## src/rtl/core/ega_logo_pixel_expander_unit_macros.svh

```systemverilog
// ---------------------------------------------------------------------------
// EGA logo pixel expander assertion macros
// Concurrent check helpers, clocked on clk and disabled while arst_n is low.
// ---------------------------------------------------------------------------
`ifndef EGA_LOGO_PIXEL_EXPANDER_UNIT_MACROS_SVH
`define EGA_LOGO_PIXEL_EXPANDER_UNIT_MACROS_SVH

`ifndef SYNTHESIS

`define ELPE_ASSERT_NOW(label, ante, cons) \
	label: assert property (@(posedge clk) disable iff (!arst_n) (ante) |-> (cons)) \
		else $error("elpe assertion failed");

`define ELPE_ASSERT_NEXT(label, ante, cons) \
	label: assert property (@(posedge clk) disable iff (!arst_n) (ante) |=> (cons)) \
		else $error("elpe assertion failed");

`else

`define ELPE_ASSERT_NOW(label, ante, cons)
`define ELPE_ASSERT_NEXT(label, ante, cons)

`endif

`endif

```

## src/rtl/core/elpe_pkg.sv

```systemverilog
// ---------------------------------------------------------------------------
// EGA logo pixel expander package
// Shared widths, codes and the fixed 16-colour EGA palette.
// ---------------------------------------------------------------------------
`default_nettype none

package elpe_pkg;

	localparam int PALETTE_ENTRIES = 16;
	localparam int PIXELS_PER_BYTE = 8;
	localparam int PAL_IDX_W       = $clog2(PALETTE_ENTRIES);
	localparam int PIX_CNT_W       = $clog2(PIXELS_PER_BYTE);
	localparam int RGB_W           = 24;
	localparam int COMP_W          = 6;
	localparam int PLANE_W         = 8;
	localparam int CFG_IDX_W       = 1;
	localparam int CFG_DATA_W      = 8;

	typedef logic [PAL_IDX_W-1:0]  pal_idx_t;
	typedef logic [PIX_CNT_W-1:0]  pix_cnt_t;
	typedef logic [RGB_W-1:0]      rgb_t;
	typedef logic [PLANE_W-1:0]    plane_t;
	typedef logic [COMP_W-1:0]     comp_t;
	typedef logic [CFG_IDX_W-1:0]  cfg_idx_t;
	typedef logic [CFG_DATA_W-1:0] cfg_data_t;

	localparam pix_cnt_t LAST_PIX = pix_cnt_t'(PIXELS_PER_BYTE - 1);

	localparam logic KIND_PIXELS    = 1'b0;
	localparam logic KIND_PAL_WRITE = 1'b1;

	localparam logic MODE_ATTR   = 1'b0;
	localparam logic MODE_PLANAR = 1'b1;

	localparam cfg_idx_t REG_MODE       = cfg_idx_t'(0);
	localparam cfg_idx_t REG_USE_CUSTOM = cfg_idx_t'(1);

	function automatic rgb_t ega_colour(input pal_idx_t idx);
		rgb_t c;
		case (idx)
			4'd0:    c = 24'h000000;
			4'd1:    c = 24'h000080;
			4'd2:    c = 24'h008000;
			4'd3:    c = 24'h008080;
			4'd4:    c = 24'h800000;
			4'd5:    c = 24'h800080;
			4'd6:    c = 24'h808000;
			4'd7:    c = 24'hC0C0C0;
			4'd8:    c = 24'h808080;
			4'd9:    c = 24'h0000FF;
			4'd10:   c = 24'h00FF00;
			4'd11:   c = 24'h00FFFF;
			4'd12:   c = 24'hFF0000;
			4'd13:   c = 24'hFF00FF;
			4'd14:   c = 24'hFFFF00;
			default: c = 24'hFFFFFF;
		endcase
		return c;
	endfunction

endpackage

`default_nettype wire

```

## src/rtl/core/elpe_ifs.sv

```systemverilog
// ---------------------------------------------------------------------------
// EGA logo pixel expander channel interfaces
// Input item, result item and configuration write channels.
// ---------------------------------------------------------------------------
`default_nettype none

interface elpe_in_if;
	logic                   valid;
	logic                   ready;
	logic                   kind;
	elpe_pkg::plane_t       attribute;
	elpe_pkg::plane_t       pattern;
	elpe_pkg::plane_t       plane_red;
	elpe_pkg::plane_t       plane_green;
	elpe_pkg::plane_t       plane_blue;
	elpe_pkg::plane_t       plane_intensity;
	elpe_pkg::pal_idx_t     palette_index;
	elpe_pkg::comp_t        pal_red;
	elpe_pkg::comp_t        pal_green;
	elpe_pkg::comp_t        pal_blue;

	modport source (
		output valid, kind, attribute, pattern, plane_red, plane_green, plane_blue,
		       plane_intensity, palette_index, pal_red, pal_green, pal_blue,
		input  ready
	);
	modport sink (
		input  valid, kind, attribute, pattern, plane_red, plane_green, plane_blue,
		       plane_intensity, palette_index, pal_red, pal_green, pal_blue,
		output ready
	);
endinterface

interface elpe_out_if;
	logic               valid;
	logic               ready;
	elpe_pkg::rgb_t     pixel_rgb;
	logic               last_pixel;

	modport source (output valid, pixel_rgb, last_pixel, input ready);
	modport sink (input valid, pixel_rgb, last_pixel, output ready);
endinterface

interface elpe_cfg_if;
	logic                  valid;
	logic                  ready;
	elpe_pkg::cfg_idx_t    index;
	elpe_pkg::cfg_data_t   data;

	modport source (output valid, index, data, input ready);
	modport sink (input valid, index, data, output ready);
endinterface

`default_nettype wire

```

## src/rtl/core/elpe_ram.sv

```systemverilog
// ---------------------------------------------------------------------------
// EGA logo pixel expander generic RAM
// One write port, one read port with registered read data (old data on a
// same-address collision).
// ---------------------------------------------------------------------------
`default_nettype none

module elpe_ram #(
	parameter int WIDTH = 24,
	parameter int DEPTH = 16
) (
	input  wire logic                     clk,
	input  wire logic                     we,
	input  wire logic [$clog2(DEPTH)-1:0] waddr,
	input  wire logic [WIDTH-1:0]         wdata,
	input  wire logic                     re,
	input  wire logic [$clog2(DEPTH)-1:0] raddr,
	output      logic [WIDTH-1:0]         rdata
);

	logic [WIDTH-1:0] mem [DEPTH];

	always_ff @(posedge clk) begin
		if (we) begin
			mem[waddr] <= wdata;
		end
		if (re) begin
			rdata <= mem[raddr];
		end
	end

endmodule

`default_nettype wire

```

## src/rtl/core/ega_logo_pixel_expander_unit.sv

```systemverilog
// ---------------------------------------------------------------------------
// EGA logo pixel expander
// Expands attribute/pattern cells or planar RGBI bytes into 24-bit pixels.
// ---------------------------------------------------------------------------
// A pixel item yields eight result items, one per clock unless the output
// stalls, most significant bit first, with last_pixel set on the eighth; the
// custom palette RAM has a single read port and is read once per pixel. The
// next pixel item is taken in the cycle its predecessor issues its last
// lookup. A palette-write item yields no result and is taken only when no
// pixel group is being issued or in the cycle the current group issues its
// last lookup. After its item is accepted, the first pixel passes through the
// group registers, stage s1 and the output register before it is presented.
// Custom palette entries read before they are written return arbitrary
// colours; there is no clearing pass after reset. Configuration writes are
// always ready and must only be made while the block is idle.
`default_nettype none

`include "ega_logo_pixel_expander_unit_macros.svh"

module ega_logo_pixel_expander_unit (
	input  wire logic clk,
	input  wire logic arst_n,
	elpe_in_if.sink   pix_in,
	elpe_out_if.source pix_out,
	elpe_cfg_if.sink  cfg
);

	logic mode_q;
	logic use_custom_q;

	logic                  active_q;
	elpe_pkg::pix_cnt_t    cnt_q;
	elpe_pkg::plane_t      attr_q;
	elpe_pkg::plane_t      pat_q;
	elpe_pkg::plane_t      red_q;
	elpe_pkg::plane_t      green_q;
	elpe_pkg::plane_t      blue_q;
	elpe_pkg::plane_t      inten_q;

	logic                  valid_s1;
	elpe_pkg::pal_idx_t    idx_s1;
	logic                  last_s1;
	logic                  cust_s1;

	logic                  out_valid_q;
	elpe_pkg::rgb_t        pixel_q;
	logic                  last_q;

	logic                  out_free;
	logic                  adv1;
	logic                  issue;
	logic                  grp_done;
	logic                  in_acc;
	logic                  take_grp;
	logic                  pal_we;
	elpe_pkg::pal_idx_t    idx_c;
	elpe_pkg::rgb_t        pal_wdata;
	elpe_pkg::rgb_t        ram_rdata;

	assign cfg.ready = 1'b1;

	always_ff @(posedge clk or negedge arst_n) begin
		if (!arst_n) begin
			mode_q       <= elpe_pkg::MODE_ATTR;
			use_custom_q <= 1'b0;
		end else if (cfg.valid) begin
			case (cfg.index)
				elpe_pkg::REG_MODE:       mode_q       <= cfg.data[0];
				elpe_pkg::REG_USE_CUSTOM: use_custom_q <= cfg.data[0];
				default: ;
			endcase
		end
	end

	assign out_free = !out_valid_q || pix_out.ready;
	assign adv1     = !valid_s1 || out_free;
	assign issue    = active_q && adv1;
	assign grp_done = issue && (cnt_q == elpe_pkg::LAST_PIX);

	assign pix_in.ready = !active_q || grp_done;
	assign in_acc       = pix_in.valid && pix_in.ready;
	assign take_grp     = in_acc && (pix_in.kind == elpe_pkg::KIND_PIXELS);
	assign pal_we       = in_acc && (pix_in.kind == elpe_pkg::KIND_PAL_WRITE);

	assign pal_wdata = {pix_in.pal_red, 2'b00, pix_in.pal_green, 2'b00,
		pix_in.pal_blue, 2'b00};

	always_comb begin
		if (mode_q == elpe_pkg::MODE_PLANAR) begin
			idx_c = {inten_q[7], red_q[7], green_q[7], blue_q[7]};
		end else begin
			idx_c = pat_q[7] ? attr_q[3:0] : attr_q[7:4];
		end
	end

	// group slot: count pixels issued
	always_ff @(posedge clk or negedge arst_n) begin
		if (!arst_n) begin
			active_q <= 1'b0;
			cnt_q    <= '0;
		end else if (take_grp) begin
			active_q <= 1'b1;
			cnt_q    <= '0;
		end else if (grp_done) begin
			active_q <= 1'b0;
			cnt_q    <= '0;
		end else if (issue) begin
			cnt_q <= cnt_q + elpe_pkg::pix_cnt_t'(1);
		end
	end

	// load a new group, advance the bit position on each issue
	always_ff @(posedge clk) begin
		if (take_grp) begin
			attr_q  <= pix_in.attribute;
			pat_q   <= pix_in.pattern;
			red_q   <= pix_in.plane_red;
			green_q <= pix_in.plane_green;
			blue_q  <= pix_in.plane_blue;
			inten_q <= pix_in.plane_intensity;
		end else if (issue) begin
			pat_q   <= {pat_q[6:0], 1'b0};
			red_q   <= {red_q[6:0], 1'b0};
			green_q <= {green_q[6:0], 1'b0};
			blue_q  <= {blue_q[6:0], 1'b0};
			inten_q <= {inten_q[6:0], 1'b0};
		end
	end

	elpe_ram #(
		.WIDTH (elpe_pkg::RGB_W),
		.DEPTH (elpe_pkg::PALETTE_ENTRIES)
	) u_palette (
		.clk   (clk),
		.we    (pal_we),
		.waddr (pix_in.palette_index),
		.wdata (pal_wdata),
		.re    (issue),
		.raddr (idx_c),
		.rdata (ram_rdata)
	);

	always_ff @(posedge clk or negedge arst_n) begin
		if (!arst_n) begin
			valid_s1 <= 1'b0;
		end else if (adv1) begin
			valid_s1 <= issue;
		end
	end

	always_ff @(posedge clk) begin
		if (adv1) begin
			idx_s1  <= idx_c;
			last_s1 <= (cnt_q == elpe_pkg::LAST_PIX);
			cust_s1 <= (mode_q == elpe_pkg::MODE_PLANAR) && use_custom_q;
		end
	end

	always_ff @(posedge clk or negedge arst_n) begin
		if (!arst_n) begin
			out_valid_q <= 1'b0;
		end else if (out_free) begin
			out_valid_q <= valid_s1;
		end
	end

	always_ff @(posedge clk) begin
		if (out_free) begin
			pixel_q <= cust_s1 ? ram_rdata : elpe_pkg::ega_colour(idx_s1);
			last_q  <= last_s1;
		end
	end

	assign pix_out.valid      = out_valid_q;
	assign pix_out.pixel_rgb  = pixel_q;
	assign pix_out.last_pixel = last_q;

	`ELPE_ASSERT_NEXT(a_cnt_wrap, grp_done && !take_grp, !active_q && (cnt_q == '0))
	`ELPE_ASSERT_NOW(a_pal_write_gap, pal_we, !active_q || grp_done)
	`ELPE_ASSERT_NEXT(a_s1_hold, valid_s1 && !adv1, valid_s1 && $stable(idx_s1))

endmodule

`default_nettype wire

```

## src/flat_wrapper.sv

```systemverilog
// flat-port wrapper written by rule: the top's interface ports become plain ports
module ega_logo_pixel_expander_unit_flat 
  (clk, arst_n, pix_in_valid, pix_in_kind, pix_in_attribute, pix_in_pattern, pix_in_plane_red, pix_in_plane_green, pix_in_plane_blue, pix_in_plane_intensity, pix_in_palette_index, pix_in_pal_red, pix_in_pal_green, pix_in_pal_blue, pix_in_ready, pix_out_valid, pix_out_pixel_rgb, pix_out_last_pixel, pix_out_ready, cfg_valid, cfg_index, cfg_data, cfg_ready);
  elpe_in_if pix_in_i ();
  elpe_out_if pix_out_i ();
  elpe_cfg_if cfg_i ();
  input  wire logic clk;
  input  wire logic arst_n;
  input wire logic [$bits(pix_in_i.valid)-1:0] pix_in_valid;
  input wire logic [$bits(pix_in_i.kind)-1:0] pix_in_kind;
  input wire logic [$bits(pix_in_i.attribute)-1:0] pix_in_attribute;
  input wire logic [$bits(pix_in_i.pattern)-1:0] pix_in_pattern;
  input wire logic [$bits(pix_in_i.plane_red)-1:0] pix_in_plane_red;
  input wire logic [$bits(pix_in_i.plane_green)-1:0] pix_in_plane_green;
  input wire logic [$bits(pix_in_i.plane_blue)-1:0] pix_in_plane_blue;
  input wire logic [$bits(pix_in_i.plane_intensity)-1:0] pix_in_plane_intensity;
  input wire logic [$bits(pix_in_i.palette_index)-1:0] pix_in_palette_index;
  input wire logic [$bits(pix_in_i.pal_red)-1:0] pix_in_pal_red;
  input wire logic [$bits(pix_in_i.pal_green)-1:0] pix_in_pal_green;
  input wire logic [$bits(pix_in_i.pal_blue)-1:0] pix_in_pal_blue;
  output wire logic [$bits(pix_in_i.ready)-1:0] pix_in_ready;
  output wire logic [$bits(pix_out_i.valid)-1:0] pix_out_valid;
  output wire logic [$bits(pix_out_i.pixel_rgb)-1:0] pix_out_pixel_rgb;
  output wire logic [$bits(pix_out_i.last_pixel)-1:0] pix_out_last_pixel;
  input wire logic [$bits(pix_out_i.ready)-1:0] pix_out_ready;
  input wire logic [$bits(cfg_i.valid)-1:0] cfg_valid;
  input wire logic [$bits(cfg_i.index)-1:0] cfg_index;
  input wire logic [$bits(cfg_i.data)-1:0] cfg_data;
  output wire logic [$bits(cfg_i.ready)-1:0] cfg_ready;
  assign pix_in_i.valid = pix_in_valid;
  assign pix_in_i.kind = pix_in_kind;
  assign pix_in_i.attribute = pix_in_attribute;
  assign pix_in_i.pattern = pix_in_pattern;
  assign pix_in_i.plane_red = pix_in_plane_red;
  assign pix_in_i.plane_green = pix_in_plane_green;
  assign pix_in_i.plane_blue = pix_in_plane_blue;
  assign pix_in_i.plane_intensity = pix_in_plane_intensity;
  assign pix_in_i.palette_index = pix_in_palette_index;
  assign pix_in_i.pal_red = pix_in_pal_red;
  assign pix_in_i.pal_green = pix_in_pal_green;
  assign pix_in_i.pal_blue = pix_in_pal_blue;
  assign pix_in_ready = pix_in_i.ready;
  assign pix_out_valid = pix_out_i.valid;
  assign pix_out_pixel_rgb = pix_out_i.pixel_rgb;
  assign pix_out_last_pixel = pix_out_i.last_pixel;
  assign pix_out_i.ready = pix_out_ready;
  assign cfg_i.valid = cfg_valid;
  assign cfg_i.index = cfg_index;
  assign cfg_i.data = cfg_data;
  assign cfg_ready = cfg_i.ready;
  ega_logo_pixel_expander_unit u_core (.clk(clk), .arst_n(arst_n), .pix_in(pix_in_i), .pix_out(pix_out_i), .cfg(cfg_i));
endmodule
```

## config.mk

```make
export PLATFORM = sky130hd
export DESIGN_NAME = ega_logo_pixel_expander_unit_flat
export DESIGN_NICKNAME = d
export VERILOG_FILES = /design/src/rtl/core/elpe_pkg.sv /design/src/rtl/core/elpe_ifs.sv /design/src/rtl/core/elpe_ram.sv /design/src/rtl/core/ega_logo_pixel_expander_unit.sv /design/src/flat_wrapper.sv
export VERILOG_INCLUDE_DIRS = /design/src /design/src/rtl/core
export SDC_FILE = /design/constraint.sdc
export NUM_CORES = 1
export LEC_CHECK = 0
export ABC_AREA = 1
export BUFFER_PORTS_ARGS = -buffer_cell sky130_fd_sc_hd__buf_2
export CAP_MARGIN = 20
export CORE_ASPECT_RATIO = 1.5
export CORE_MARGIN = 5
export CORE_UTILIZATION = 45
export DETAILED_ROUTE_END_ITERATION = 16
export GPL_TIMING_DRIVEN = 0
export PLACE_DENSITY_LB_ADDON = 0.25
export SYNTH_ARGS = -nofsm -noshare
export SYNTH_HDL_FRONTEND = slang
export SYNTH_SLANG_ARGS = --single-unit
```

## constraint.sdc

```tcl
create_clock -name clk -period 4.2 [get_ports clk]
set_input_delay 0.84 -clock clk [delete_from_list [all_inputs] [get_ports clk]]
set_output_delay 0.84 -clock clk [all_outputs]
set_load 0.02 [all_outputs]
```

==> results of run 1 <==
==> power by group through the flow <==
stage	Sequential, W	Combinational, W	Clock, W
4_1_cts	0.00528	0.00382	0.00335
6_report	0.00528	0.00381	0.00331
2_1_floorplan	0.00547	0.00230	0
3_5_place_dp	0.00537	0.00380	0
5_1_grt	0.00534	0.00418	0.00351
3_3_place_gp	0.00535	0.00371	0
==> synth_stat cells <==
library cell	number
sky130_fd_sc_hd__buf_2	29
sky130_fd_sc_hd__nand3_1	353
sky130_fd_sc_hd__nor3_1	8
sky130_fd_sc_hd__clkbuf_1	27
sky130_fd_sc_hd__inv_1	264
sky130_fd_sc_hd__nand3b_1	54
sky130_fd_sc_hd__buf_4	6
sky130_fd_sc_hd__conb_1	1
sky130_fd_sc_hd__nor2_1	13
sky130_fd_sc_hd__dfrtp_1	8
sky130_fd_sc_hd__nand2_4	1
sky130_fd_sc_hd__edfxtp_1	382
sky130_fd_sc_hd__or2_2	1
sky130_fd_sc_hd__a21oi_1	4
sky130_fd_sc_hd__or2_1	1
sky130_fd_sc_hd__o21ai_0	9
sky130_fd_sc_hd__nand2_2	1
sky130_fd_sc_hd__nand3_2	2
sky130_fd_sc_hd__dfxtp_1	9
sky130_fd_sc_hd__ha_1	2
sky130_fd_sc_hd__inv_2	4
sky130_fd_sc_hd__o21ai_1	3
sky130_fd_sc_hd__nand2_1	357
sky130_fd_sc_hd__clkinv_1	2
sky130_fd_sc_hd__buf_6	2
sky130_fd_sc_hd__buf_1	17
sky130_fd_sc_hd__o21ai_2	1
sky130_fd_sc_hd__a31oi_1	2
==> registers in the layout, summed over array words and instances (netlist names), named ones only <==
signal / flops
u_core.pix_out.last_pixel: 1
u_core.active_q: 1
u_core.u_palette.rdata: 18
u_core.attr_q: 8
u_core.valid_s1: 1
u_core.blue_q: 8
u_core.u_palette.mem: 288
u_core.mode_q: 1
u_core.red_q: 8
u_core.last_s1: 1
u_core.green_q: 8
u_core.inten_q: 8
u_core.pix_out.valid: 1
u_core.cnt_q: 3
u_core.idx_s1: 4
u_core.pat_q: 8
u_core.use_custom_q: 1
u_core.cust_s1: 1
u_core.pix_out.pixel_rgb: 21
==> final cells by class <==
cell class / instances / area, um^2
buffer: 81 / 378
timing repair buffer: 124 / 788
antenna: 1 / 2.50
tap: 489 / 612
inverter: 270 / 1010
clock buffer: 47 / 983
clock inverter: 16 / 181
sequential: 399 / 11900
multi-input combinational: 813 / 3840
fill: 3293 / 17900
==> stage by stage <==
| stage | hold WS [ns] | setup TNS [ns] | total power (W) |
|---|---|---|---|
| floorplan | 0.400 | 0 | 0.00777 |
| global route | 0.150 | 0 | 0.0130 |
| finish | 0.151 | 0 | 0.0124 |
| CTS | 0.133 | 0 | 0.0125 |
| detailed placement | 0.413 | -0.274 | 0.00917 |
| global placement | 0.406 | -268.97 | 0.00907 |
==> logic make-up (layout without fill, tap and decap cells) <==
kind of cell / after synthesis / in the layout / synth area share, %
and+or+nand+nor: 791 / 791 / 21.4
AOI/OAI and AO/OA: 19 / 19 / 0.595
other: 1 / 2 / 0.0220
buffers and inverters: 351 / 538 / 8.17
adders and majority gates: 2 / 2 / 0.147
DFF: 399 / 399 / 69.6
==> layer usage <==
layer,vias to the layer above,GRT usage (%)
li1,5544,-
met1,5534,22.3
met2,363,39.2
met3,115,3.00
met4,0,8.77
met5,-,0
==> critical path, cell delays in order <==
cell	delay, ns
sky130_fd_sc_hd__buf_2	0.07
sky130_fd_sc_hd__inv_1	0.05
sky130_fd_sc_hd__nand3_2	0.22
sky130_fd_sc_hd__nand2_1	0.24
sky130_fd_sc_hd__inv_2	0.38
sky130_fd_sc_hd__nand2_1	0.14
sky130_fd_sc_hd__nand2_1	0.16
sky130_fd_sc_hd__nand3_1	0.44
sky130_fd_sc_hd__inv_1	0.23
sky130_fd_sc_hd__nand3_1	0.25
sky130_fd_sc_hd__nor2_2	0.58
sky130_fd_sc_hd__buf_16	0.23
==> worst min path at each step <==
stage	start	endpoint	slack, ns	cells after the start
global placement	u_core.last_s1	u_core.pix_out.last_pixel	0.41	0
detailed placement	u_core.last_s1	u_core.pix_out.last_pixel	0.41	0
CTS	arst_n	u_core.use_custom_q	0.13	1
global route	arst_n	u_core.active_q	0.15	1
finish	arst_n	u_core.use_custom_q	0.15	1
floorplan	u_core.last_s1	u_core.pix_out.last_pixel	0.40	0
==> cell usage in the layout, fill, tap and decap left out, drive strengths merged <==
| cell type | netlist | layout |
|---|---|---|
| clkinv | 2 | 13 |
| buf | 54 | 178 |
| diode | 0 | 1 |
| nand2 | 359 | 359 |
| a21oi | 4 | 4 |
| dfxtp | 9 | 9 |
| edfxtp | 382 | 382 |
| inv | 268 | 268 |
| nand3b | 54 | 54 |
| dfrtp | 8 | 8 |
| clkbuf | 27 | 74 |
| a31oi | 2 | 2 |
| clkinvlp | 0 | 1 |
| nor3 | 8 | 8 |
| or2 | 2 | 2 |
| nor2 | 13 | 13 |
| o21ai | 13 | 13 |
| conb | 1 | 1 |
| bufinv | 0 | 4 |
| ha | 2 | 2 |
| nand3 | 355 | 355 |
==> results.rst, run 1 <==
.. list-table::
   :header-rows: 1

   * - Metric
     - Value
   * - Status
     - finished, final reports clean
   * - Fraction of layout instances using a drive strength above 1
     - 13.7%
   * - Number of placed cells counting well taps
     - approximately 2,200
   * - Drc violations
     - 0
   * - Post-CTS Setup Bufs
     - 0
   * - Number of pins exceeding their max-slew limit in the final report
     - 0
   * - Library cell with the largest summed area after synthesis
     - sky130_fd_sc_hd__edfxtp_1
   * - Design internal power
     - about 0.0081 W
   * - Hold bufs inserted after CTS
     - 0
   * - Sequential fraction of the synthesis area
     - 69.6%
   * - Number of CTS-inserted buffers
     - 37
   * - Antenna violations before repair
     - 1
   * - Psw
     - 0.00431 W
   * - Capturing point of the worst reg2reg path
     - u_core.u_palette.mem[14][9]
   * - Capturing element type of the critical path
     - flop
   * - CTS clock-pin slew for the worst setup and hold paths
     - ~0.06 ns
   * - Met1 wire length
     - 15,400 um
   * - Share of total power consumed by net switching
     - 34.7%
   * - Final ANT Viol Nets
     - 0
   * - DP Wirelength
     - around 30,000 um
   * - Path class of the lowest-slack min-delay path
     - input port to async pin
   * - Nets in the synthesized netlist
     - 1,650
   * - Cts repair resizes
     - 0
   * - Signal arrival time at the worst endpoint
     - 3.86 ns
   * - Start of the worst register-to-register path
     - u_core.pix_out.valid
   * - # rows
     - 87
   * - DR WL met3
     - 2240 um
   * - Data required, critical path
     - 4.43 ns
   * - Area of the placeable core
     - 37,600 um^2
   * - Vias in the first global route
     - 11,360
   * - H-tree lvl count
     - 2
   * - Vias after detailed routing
     - about 12,000
   * - Pin count of the biggest net entering global routing
     - 41
   * - Initial Utilization
     - a little under half
   * - Leading post-synthesis cells by cell area
     - sky130_fd_sc_hd__edfxtp_1 67%, sky130_fd_sc_hd__nand3_1 10%, sky130_fd_sc_hd__nand2_1 7.9%
   * - CTS sink count
     - 399
   * - Max-Slew Margin vs Limit
     - 35.5%
   * - Die Height
     - 248 um
   * - Highest metal layer used by the detailed router
     - met4
   * - TritonCTS clock tree
     - yes
   * - Final Hold Viols
     - 0
   * - Setup Crit Path Kind
     - input port to flop
   * - Cells after Synth
     - roughly 1,600
   * - Crit share post-route
     - 86.3%
   * - Count of port buffers added during placement
     - between 100 and 150
   * - Routability congestion estimate
     - 0.867
   * - 1st-iter DRT viols
     - 1,019
   * - Sum of overflow across all layers after global routing
     - 0
   * - Path depth of the worst reg2reg path
     - 10
   * - Final instance count without filler cells
     - 2,240
   * - First-pass GRT wire length
     - 64,300 um
   * - Max Fanout on Critical Path
     - 21
   * - Part of the total power dissipated in combinational logic
     - 30.8%
   * - Per-instance average area after synthesis
     - 10.9 um^2
   * - Top-area cell type share of the netlist area
     - 67.4%
   * - Capturing instance or port of the critical path
     - u_core.u_palette.mem[14][9]
   * - Root buffer cell
     - sky130_fd_sc_hd__clkbuf_16
   * - Maximum clock insertion buffer count
     - 3
   * - Avg Vias per Cell
     - just over 5
   * - Maximum resistive drop on vdd
     - 0.335 mV
   * - Origin of the worst setup path
     - pix_out_ready
   * - Total track usage
     - 20.5%
   * - Die area
     - 41,900 um^2
   * - Pre-CTS worst setup slack
     - -0.0157 ns
   * - Met2 wire len
     - roughly 24,000 um
   * - Routed WL per cell
     - 19.3 um
   * - Design area
     - 19,700 um^2
   * - Yosys cell types
     - 28
   * - Final Setup Violations
     - 0
   * - Number of top-level pins
     - 113
   * - Total number of nets in the final design
     - around 1,800
   * - Detailed-router iteration count before antenna repair
     - 7
   * - Max_cap viols
     - 0
   * - Actual transition at the worst max-transition pin
     - 0.962 ns
   * - Core Util, Final
     - 52.3%
   * - Final worst slack
     - 0.577 ns
   * - Final min period
     - 3.62 ns
   * - Sequential group share of total power
     - between 40% and 50%
   * - Clock Power Share
     - between 20% and 30%
   * - Post-Route WL
     - 43,300 um
   * - Syn-to-layout area delta
     - 15.4%
   * - Clk Latency, worst-skew pair
     - ~0.53 ns
   * - Pwr Density
     - approximately 630 nW/um^2
   * - Die Wd
     - ~170 um
   * - Kind of start point of the critical path
     - input port
   * - RSZ-0062 raised after global routing
     - no
   * - Number of flip-flops and latches in the synthesized netlist
     - 399
   * - Synth warn
     - 0
   * - Leakage Power
     - 8.32 nW
   * - Netlist area before placement
     - 17,000 um^2
   * - Max Fclk
     - ~0.28 GHz
   * - Register-to-register setup slack
     - approximately 0.6 ns
   * - Clock Skews
     - 0.00898 ns
   * - Cell Area, Placed
     - 18,500 um^2
(Power assumes the default switching activity.)
==> run 2: changes to the inputs <==
- CORE_UTILIZATION: 45 -> 40
==> results.rst, run 2 (synthesis gave the netlist of run 1 again) <==
.. list-table::
   :header-rows: 1

   * - Metric
     - Value
   * - Status
     - finished, final reports clean
   * - Post-CTS Setup Bufs
     - 0 (unchanged)
   * - Final Setup Violations
     - 0 (unchanged)
   * - Vias in the first global route
     - 11,436 (+0.67%)
   * - CTS clock-pin slew for the worst setup and hold paths
     - 0.06 ns (about the same)
   * - H-tree lvl count
     - 2 (unchanged)
   * - Maximum resistive drop on vdd
     - 0.250 mV (-25%)
   * - Cell Area, Placed
     - 18,600 um^2 (+0.70%)
   * - Maximum clock insertion buffer count
     - 3 (unchanged)
   * - # rows
     - 92 (+5.7%)
   * - Final min period
     - 3.63 ns (+0.00475 ns)
   * - Count of port buffers added during placement
     - 104 (unchanged)
   * - TritonCTS clock tree
     - yes
   * - Number of placed cells counting well taps
     - 2,252 (+3.5%)
   * - Max-Slew Margin vs Limit
     - 35.6% (+0.038 points)
   * - Number of CTS-inserted buffers
     - 38 (+2.7%)
   * - Max Fanout on Critical Path
     - 21 (unchanged)
   * - Drc violations
     - 0 (unchanged)
   * - Final ANT Viol Nets
     - 0 (unchanged)
   * - RSZ-0062 raised after global routing
     - no
   * - Biggest register
     - u_core.u_palette.mem
   * - Final worst slack
     - 0.573 ns (-0.00475 ns)
   * - Path class of the lowest-slack min-delay path
     - input port to async pin
   * - Final Hold Viols
     - 0 (unchanged)
   * - Max_cap viols
     - 0 (unchanged)
   * - Number of pins exceeding their max-slew limit in the final report
     - 0 (unchanged)
   * - Signal arrival time at the worst endpoint
     - 3.86 ns (about the same)
   * - Syn-to-layout area delta
     - 16.7%
   * - Routed WL per cell
     - 19.1 um (-1.4%)
   * - Sum of overflow across all layers after global routing
     - 0 (unchanged)
   * - Cts repair resizes
     - 0 (unchanged)
   * - Root buffer cell
     - sky130_fd_sc_hd__clkbuf_16
   * - Area of the placeable core
     - 42,100 um^2 (+12%)
   * - Hold bufs inserted after CTS
     - 0 (unchanged)
   * - Clk Latency, worst-skew pair
     - 0.54 ns (about the same)
   * - Clock Skews
     - 0.0208 ns (+0.0118 ns)
   * - Register-to-register setup slack
     - 0.59 ns (about the same)
   * - Design area
     - 19,900 um^2 (+1.1%)
   * - 1st-iter DRT viols
     - 744 (-27%)
   * - Capturing point of the worst reg2reg path
     - u_core.u_palette.mem[7][8]
   * - Die Wd
     - 178 um (+5.7%)
   * - Final instance count without filler cells
     - 2,321 (+3.6%)
   * - Total track usage
     - 18.7% (-1.8 points)
   * - Pre-CTS worst setup slack
     - -0.0183 ns (-0.00256 ns)
   * - Crit share post-route
     - 86.4% (+0.11 points)
   * - Kind of start point of the critical path
     - input port
   * - CTS sink count
     - 399 (unchanged)
   * - Routability congestion estimate
     - 0.861 (-0.76%)
   * - Number of flip-flops under the largest register name
     - 288 (unchanged)
   * - First-pass GRT wire length
     - 66,300 um (+3.0%)
   * - Fraction of layout instances using a drive strength above 1
     - 13.8% (+0.18 points)
   * - Antenna violations before repair
     - 3 (+2)
   * - Vias after detailed routing
     - 11,480 (-0.66%)
   * - Setup Crit Path Kind
     - input port to flop
   * - Post-Route WL
     - 44,200 um (+2.2%)
   * - Number of top-level pins
     - 113 (unchanged)
   * - Avg Vias per Cell
     - 4.95 (-4.1%)
   * - Capturing element type of the critical path
     - flop
   * - Pwr Density
     - 634 nW/um^2 (+0.55%)
   * - Die Height
     - 263 um (+5.8%)
   * - Total number of nets in the final design
     - 1,815 (+0.11%)
   * - Max Fclk
     - 0.276 GHz (-0.13%)
   * - Pin count of the biggest net entering global routing
     - 41 (unchanged)
   * - Path depth of the worst reg2reg path
     - 10 (unchanged)
   * - Commonest non-fill, non-tap cells in the layout
     - 382 x sky130_fd_sc_hd__edfxtp_1, 356 x sky130_fd_sc_hd__nand2_1, 353 x sky130_fd_sc_hd__nand3_1, 264 x sky130_fd_sc_hd__inv_1, 133 x sky130_fd_sc_hd__buf_2
   * - DP Wirelength
     - 31,700 um (+2.7%)
   * - Commonest non-fill, non-tap cell in the layout
     - sky130_fd_sc_hd__edfxtp_1
   * - Start of the worst register-to-register path
     - u_core.valid_s1
   * - Detailed-router iteration count before antenna repair
     - 5 (-2)
   * - Die area
     - 46,900 um^2 (+12%)
   * - Initial Utilization
     - 40.4% (-4.9 points)
   * - Data required, critical path
     - 4.43 ns (about the same)
   * - Leakage Power
     - 8.38 nW (+0.72%)
   * - Actual transition at the worst max-transition pin
     - 0.963 ns (+0.00127 ns)
==> run 2: worst max path at each step <==
stage | startpoint | end | slack, ns
2_1_floorplan | pix_out_ready | u_core.u_palette.mem[0][0] | 0.38
3_3_place_gp | pix_out_ready | u_core.u_palette.mem[12][13] | -1.53
3_5_place_dp | pix_out_ready | u_core.u_palette.mem[7][9] | -0.02
4_1_cts | pix_out_ready | u_core.u_palette.mem[7][8] | 0.52
5_1_grt | u_core.valid_s1 | u_core.u_palette.mem[7][8] | 0.30
6_report | pix_out_ready | u_core.u_palette.mem[7][8] | 0.57
==> run 2: final cells by class <==
class / instances / area [um^2]
fill: 3882 / 22300
sequential: 399 / 11900
multi-input combinational: 813 / 3840
clock buffer: 53 / 1050
inverter: 270 / 1010
timing repair buffer: 125 / 825
tap: 564 / 706
buffer: 81 / 378
clock inverter: 15 / 205
antenna: 1 / 2.50
==> run 2: metrics by stage <==
stage	power, W	TNS [ns]	utilization (%)	hold slack [ns]
6_report	0.0126	0	47.2	0.138
5_1_grt	0.0132	0	47.2	0.131
4_1_cts	0.0127	0	47.2	0.127
3_5_place_dp	0.00920	-0.183	44.2	0.408
3_3_place_gp	0.00910	-286.26	43.3	0.410
2_1_floorplan	0.00777	0	-	0.400
==> run 2: power breakdown <==
| group | total (W) | switching [W] | internal (W) |
|---|---|---|---|
| combinational | 0.00384 | 0.00278 | 0.00106 |
| clock | 0.00349 | 0.00143 | 0.00206 |
| sequential | 0.00528 | 0.000141 | 0.00513 |
==> run 2: critical path, cell delays in order <==
cell and delay (ns):
sky130_fd_sc_hd__buf_2 0.07, sky130_fd_sc_hd__inv_1 0.05, sky130_fd_sc_hd__nand3_2 0.22, sky130_fd_sc_hd__nand2_1 0.23
sky130_fd_sc_hd__inv_2 0.39, sky130_fd_sc_hd__nand2_1 0.15, sky130_fd_sc_hd__nand2_1 0.16, sky130_fd_sc_hd__nand3_1 0.43
sky130_fd_sc_hd__inv_1 0.21, sky130_fd_sc_hd__nand3_1 0.24, sky130_fd_sc_hd__nor2_2 0.59, sky130_fd_sc_hd__buf_8 0.24
==> run 2: routing by layer <==
metal  GRT usage, %  vias up  wire, um  part of all wire [%]
met5              0        -        13                 0.029
met4           7.18        2      1610                   3.6
met3           2.42       91      2120                   4.8
met2           35.5      352     24400                    55
met1           20.8     5491     16100                    36
li1               -     5544         -                     -
==> run 3: changes to the inputs <==
- ABC_AREA: 1 -> 0
==> results.rst, run 3 <==
.. list-table::
   :header-rows: 1

   * - Metric
     - Value
   * - Final Hold Viols
     - 0 (unchanged)
   * - Capturing element type of the critical path
     - flop
   * - Number of fill cells
     - 4,165 (+7.3%)
   * - Sequential fraction of the synthesis area
     - 64.3% (-5.3 points)
   * - Total number of nets in the final design
     - 1,706 (-6.0%)
   * - DP Wirelength
     - 39,000 um (+23%)
   * - Top-area cell type share of the netlist area
     - 62.2% (-5.1 points)
   * - Number of CTS-inserted buffers
     - 38 (unchanged)
   * - Yosys cell types
     - 41 (+46%)
   * - Setup Crit Path Kind
     - flop to flop
   * - Number of pins exceeding their max-slew limit in the final report
     - 0 (unchanged)
   * - TritonCTS clock tree
     - yes
   * - Root buffer cell
     - sky130_fd_sc_hd__clkbuf_16
   * - Clk Latency, worst-skew pair
     - 0.55 ns (about the same)
   * - Core Util, Final
     - 46.7% (-0.49 points)
   * - Die area
     - 50,600 um^2 (+7.9%)
   * - Area of the placeable core
     - 45,600 um^2 (+8.3%)
   * - Status
     - finished, final reports clean
   * - Vias in the first global route
     - 13,324 (+17%)
   * - Routability congestion estimate
     - 0.918 (+6.7%)
   * - Die Height
     - 273 um (+3.9%)
   * - Die Wd
     - 185 um (+3.8%)
   * - Post-CTS Setup Bufs
     - 0 (unchanged)
   * - Max Fclk
     - 0.307 GHz (+11%)
   * - Signal arrival time at the worst endpoint
     - 3.50 ns (-0.36 ns)
   * - First-pass GRT wire length
     - 82,400 um (+24%)
   * - RSZ-0062 raised after global routing
     - no
   * - Number of flip-flops under the largest register name
     - 288 (unchanged)
   * - Data required, critical path
     - 4.45 ns (+0.02 ns)
   * - 1st-iter DRT viols
     - 1,509 (+100%)
   * - Path class of the lowest-slack min-delay path
     - input port to async pin
   * - Cells after Synth
     - 1,458 (-6.7%)
   * - Most used standard cells in the synthesized netlist
     - 382 x sky130_fd_sc_hd__edfxtp_1, 254 x sky130_fd_sc_hd__nand3b_1, 141 x sky130_fd_sc_hd__nand2_1, 126 x sky130_fd_sc_hd__a22oi_1, 77 x sky130_fd_sc_hd__a21oi_1
   * - CTS clock-pin slew for the worst setup and hold paths
     - 0.07 ns (about the same)
   * - Fraction of registers with async set/reset
     - 2.01% (unchanged)
   * - Vias after detailed routing
     - 13,294 (+16%)
   * - Post-synth EDFFs
     - 382 (unchanged)
   * - Commonest non-fill, non-tap cells in the layout
     - 382 x sky130_fd_sc_hd__edfxtp_1, 254 x sky130_fd_sc_hd__nand3b_1, 140 x sky130_fd_sc_hd__nand2_1, 138 x sky130_fd_sc_hd__buf_2, 126 x sky130_fd_sc_hd__a22oi_1
   * - Total track usage
     - 21.6% (+2.9 points)
   * - Kind of start point of the critical path
     - flop
   * - Predominant post-synthesis flop cell
     - sky130_fd_sc_hd__edfxtp_1
   * - Clock Skews
     - 0.0231 ns (+0.00228 ns)
   * - Library cell with the largest summed area after synthesis
     - sky130_fd_sc_hd__edfxtp_1
   * - Cell Area, Placed
     - 20,000 um^2 (+7.3%)
   * - CTS sink count
     - 399 (unchanged)
   * - Maximum clock insertion buffer count
     - 3 (unchanged)
   * - # rows
     - 96 (+4.3%)
   * - Routed WL per cell
     - 24.9 um (+31%)
   * - Number of top-level pins
     - 113 (unchanged)
   * - Avg Vias per Cell
     - 5.94 (+20%)
   * - Nets in the synthesized netlist
     - 1,545 (-6.4%)
   * - Sum of overflow across all layers after global routing
     - 0 (unchanged)
   * - Synth warn
     - 0 (unchanged)
   * - Max-Slew Margin vs Limit
     - 31.7% (-3.9 points)
   * - Maximum resistive drop on vdd
     - 0.457 mV (+83%)
   * - Syn-to-layout area delta
     - 15.6%
   * - Final ANT Viol Nets
     - 0 (unchanged)
   * - H-tree lvl count
     - 2 (unchanged)
   * - Actual transition at the worst max-transition pin
     - 1.03 ns (+0.0619 ns)
   * - Total area of sequential cells
     - 11,900 um^2 (unchanged)
   * - Cts repair resizes
     - 0 (unchanged)
   * - Count of port buffers added during placement
     - 104 (unchanged)
   * - Pwr Density
     - 624 nW/um^2 (-1.7%)
   * - Drc violations
     - 0 (unchanged)
   * - Netlist area before placement
     - 18,400 um^2 (+8.3%)
   * - Final min period
     - 3.26 ns (-0.369 ns)
   * - Number of flip-flops and latches in the synthesized netlist
     - 399 (unchanged)
   * - Commonest non-fill, non-tap cell in the layout
     - sky130_fd_sc_hd__edfxtp_1
   * - Biggest register
     - u_core.u_palette.mem
   * - Final Setup Violations
     - 0 (unchanged)
   * - Leakage Power
     - 7.34 nW (-12%)
   * - Hold bufs inserted after CTS
     - 0 (unchanged)
   * - Pin count of the biggest net entering global routing
     - 41 (unchanged)
   * - Crit share post-route
     - 77.6% (-8.8 points)
   * - Per-instance average area after synthesis
     - 12.6 um^2 (+16%)
   * - Max Fanout on Critical Path
     - 10 (-52%)
   * - Fraction of layout instances using a drive strength above 1
     - 15.9% (+2.1 points)
   * - Post-Route WL
     - 55,600 um (+26%)
   * - Detailed-router iteration count before antenna repair
     - 6 (+1)
   * - Multi-input gate area
     - 5990 um^2 (+56%)
   * - Leading post-synthesis cells by cell area
     - sky130_fd_sc_hd__edfxtp_1 62%, sky130_fd_sc_hd__nand3b_1 10%, sky130_fd_sc_hd__a22oi_1 5.1%
   * - Most repeated cell in the gate-level netlist after synthesis
     - sky130_fd_sc_hd__edfxtp_1
   * - Antenna violations before repair
     - 0 (-3)
   * - Max_cap viols
     - 0 (unchanged)
   * - Initial Utilization
     - 40.4% (about the same)
   * - Design area
     - 21,300 um^2 (+7.2%)
   * - Antenna fix cells
     - 0 (-1)
## run 3: changes by cell type after synthesis, sizes merged, moves of 36 or more
cell,previous run,this run
a21oi,4,77
nor3b,0,36
a21o,0,36
nand2,359,141
nand3,355,74
clkbuf,27,74
nand3b,54,254
inv,268,7
a221oi,0,36
a22oi,0,126
## run 3: routing by layer
layer	up-vias	wire length [um]	global-route usage, %
met3	124	2900	2.41
met5	-	0	0
met4	0	3460	11.8
met1	6619	20400	25.3
met2	546	28900	38.2
li1	6005	-	-
## run 3: cell families after synthesis
kind of cell,Yosys count,synth area share (%)
AO/OA/AOI/OAI,337,12.8
other,1,0.0203
multiplexers,18,1.09
flip-flops,399,64.3
adder cells (fa/ha/maj),2,0.136
buffers and inverters,142,3.49
AND/OR/NAND/NOR,559,18.2
## run 3: final timing paths
path                            startpoint                         end  slack [ns]  cells past startpoint
setup / recovery             u_core.mode_q  u_core.u_palette.rdata[15]        0.94                      8
hold / removal                      arst_n        u_core.pix_out.valid        0.12                      1
setup reg to reg             u_core.mode_q  u_core.u_palette.rdata[15]        0.94                      8
hold reg to reg            u_core.active_q             u_core.valid_s1        0.45                      1
max in group asynchronous           arst_n             u_core.cnt_q[0]        3.88                      1
min in group clk           u_core.active_q             u_core.valid_s1        0.45                      1
## run 3: power by group
| part | internal [W] | total, W | switching (W) |
|---|---|---|---|
| Sequential | 0.00506 | 0.00521 | 0.000144 |
| Clock | 0.00215 | 0.00368 | 0.00152 |
| Combinational | 0.00141 | 0.00441 | 0.00300 |
| Total | 0.00862 | 0.0133 | 0.00467 |
## run 3: worst max-delay path: stages, from the launching register on
cell and delay [ns]:
sky130_fd_sc_hd__dfrtp_1 0.36, sky130_fd_sc_hd__buf_2 0.22, sky130_fd_sc_hd__buf_2 0.30, sky130_fd_sc_hd__clkbuf_1 0.53, sky130_fd_sc_hd__clkbuf_1 0.46, sky130_fd_sc_hd__nand3b_1 0.17, sky130_fd_sc_hd__nand3_1 0.11, sky130_fd_sc_hd__a21oi_1 0.52
sky130_fd_sc_hd__o221ai_1 0.26
## run 3: through the flow
stage	power [W]	hold WS (ns)	instances	setup WS, ns	setup TNS, ns
after floorplan	0.00798	0.400	1458	0.593	0
after global routing	0.0139	0.120	2237	0.932	0
final	0.0133	0.124	2237	0.942	0
after global placement	0.00958	0.431	2150	-0.671	-35.19
after CTS	0.0133	0.113	2237	0.970	0
after detailed placement	0.00965	0.439	2167	0.688	0
## run 3: cell type report
class | instances | share of cell area (%)
Buffer | 134 | 2.88
Clock buffer | 45 | 4.89
Clock inverter | 25 | 1.36
Inverter | 8 | 0.141
Multi-Input combinational cell | 917 | 28.1
Sequential cell | 399 | 55.6
Tap cell | 588 | 3.45
Timing Repair Buffer | 121 | 3.55
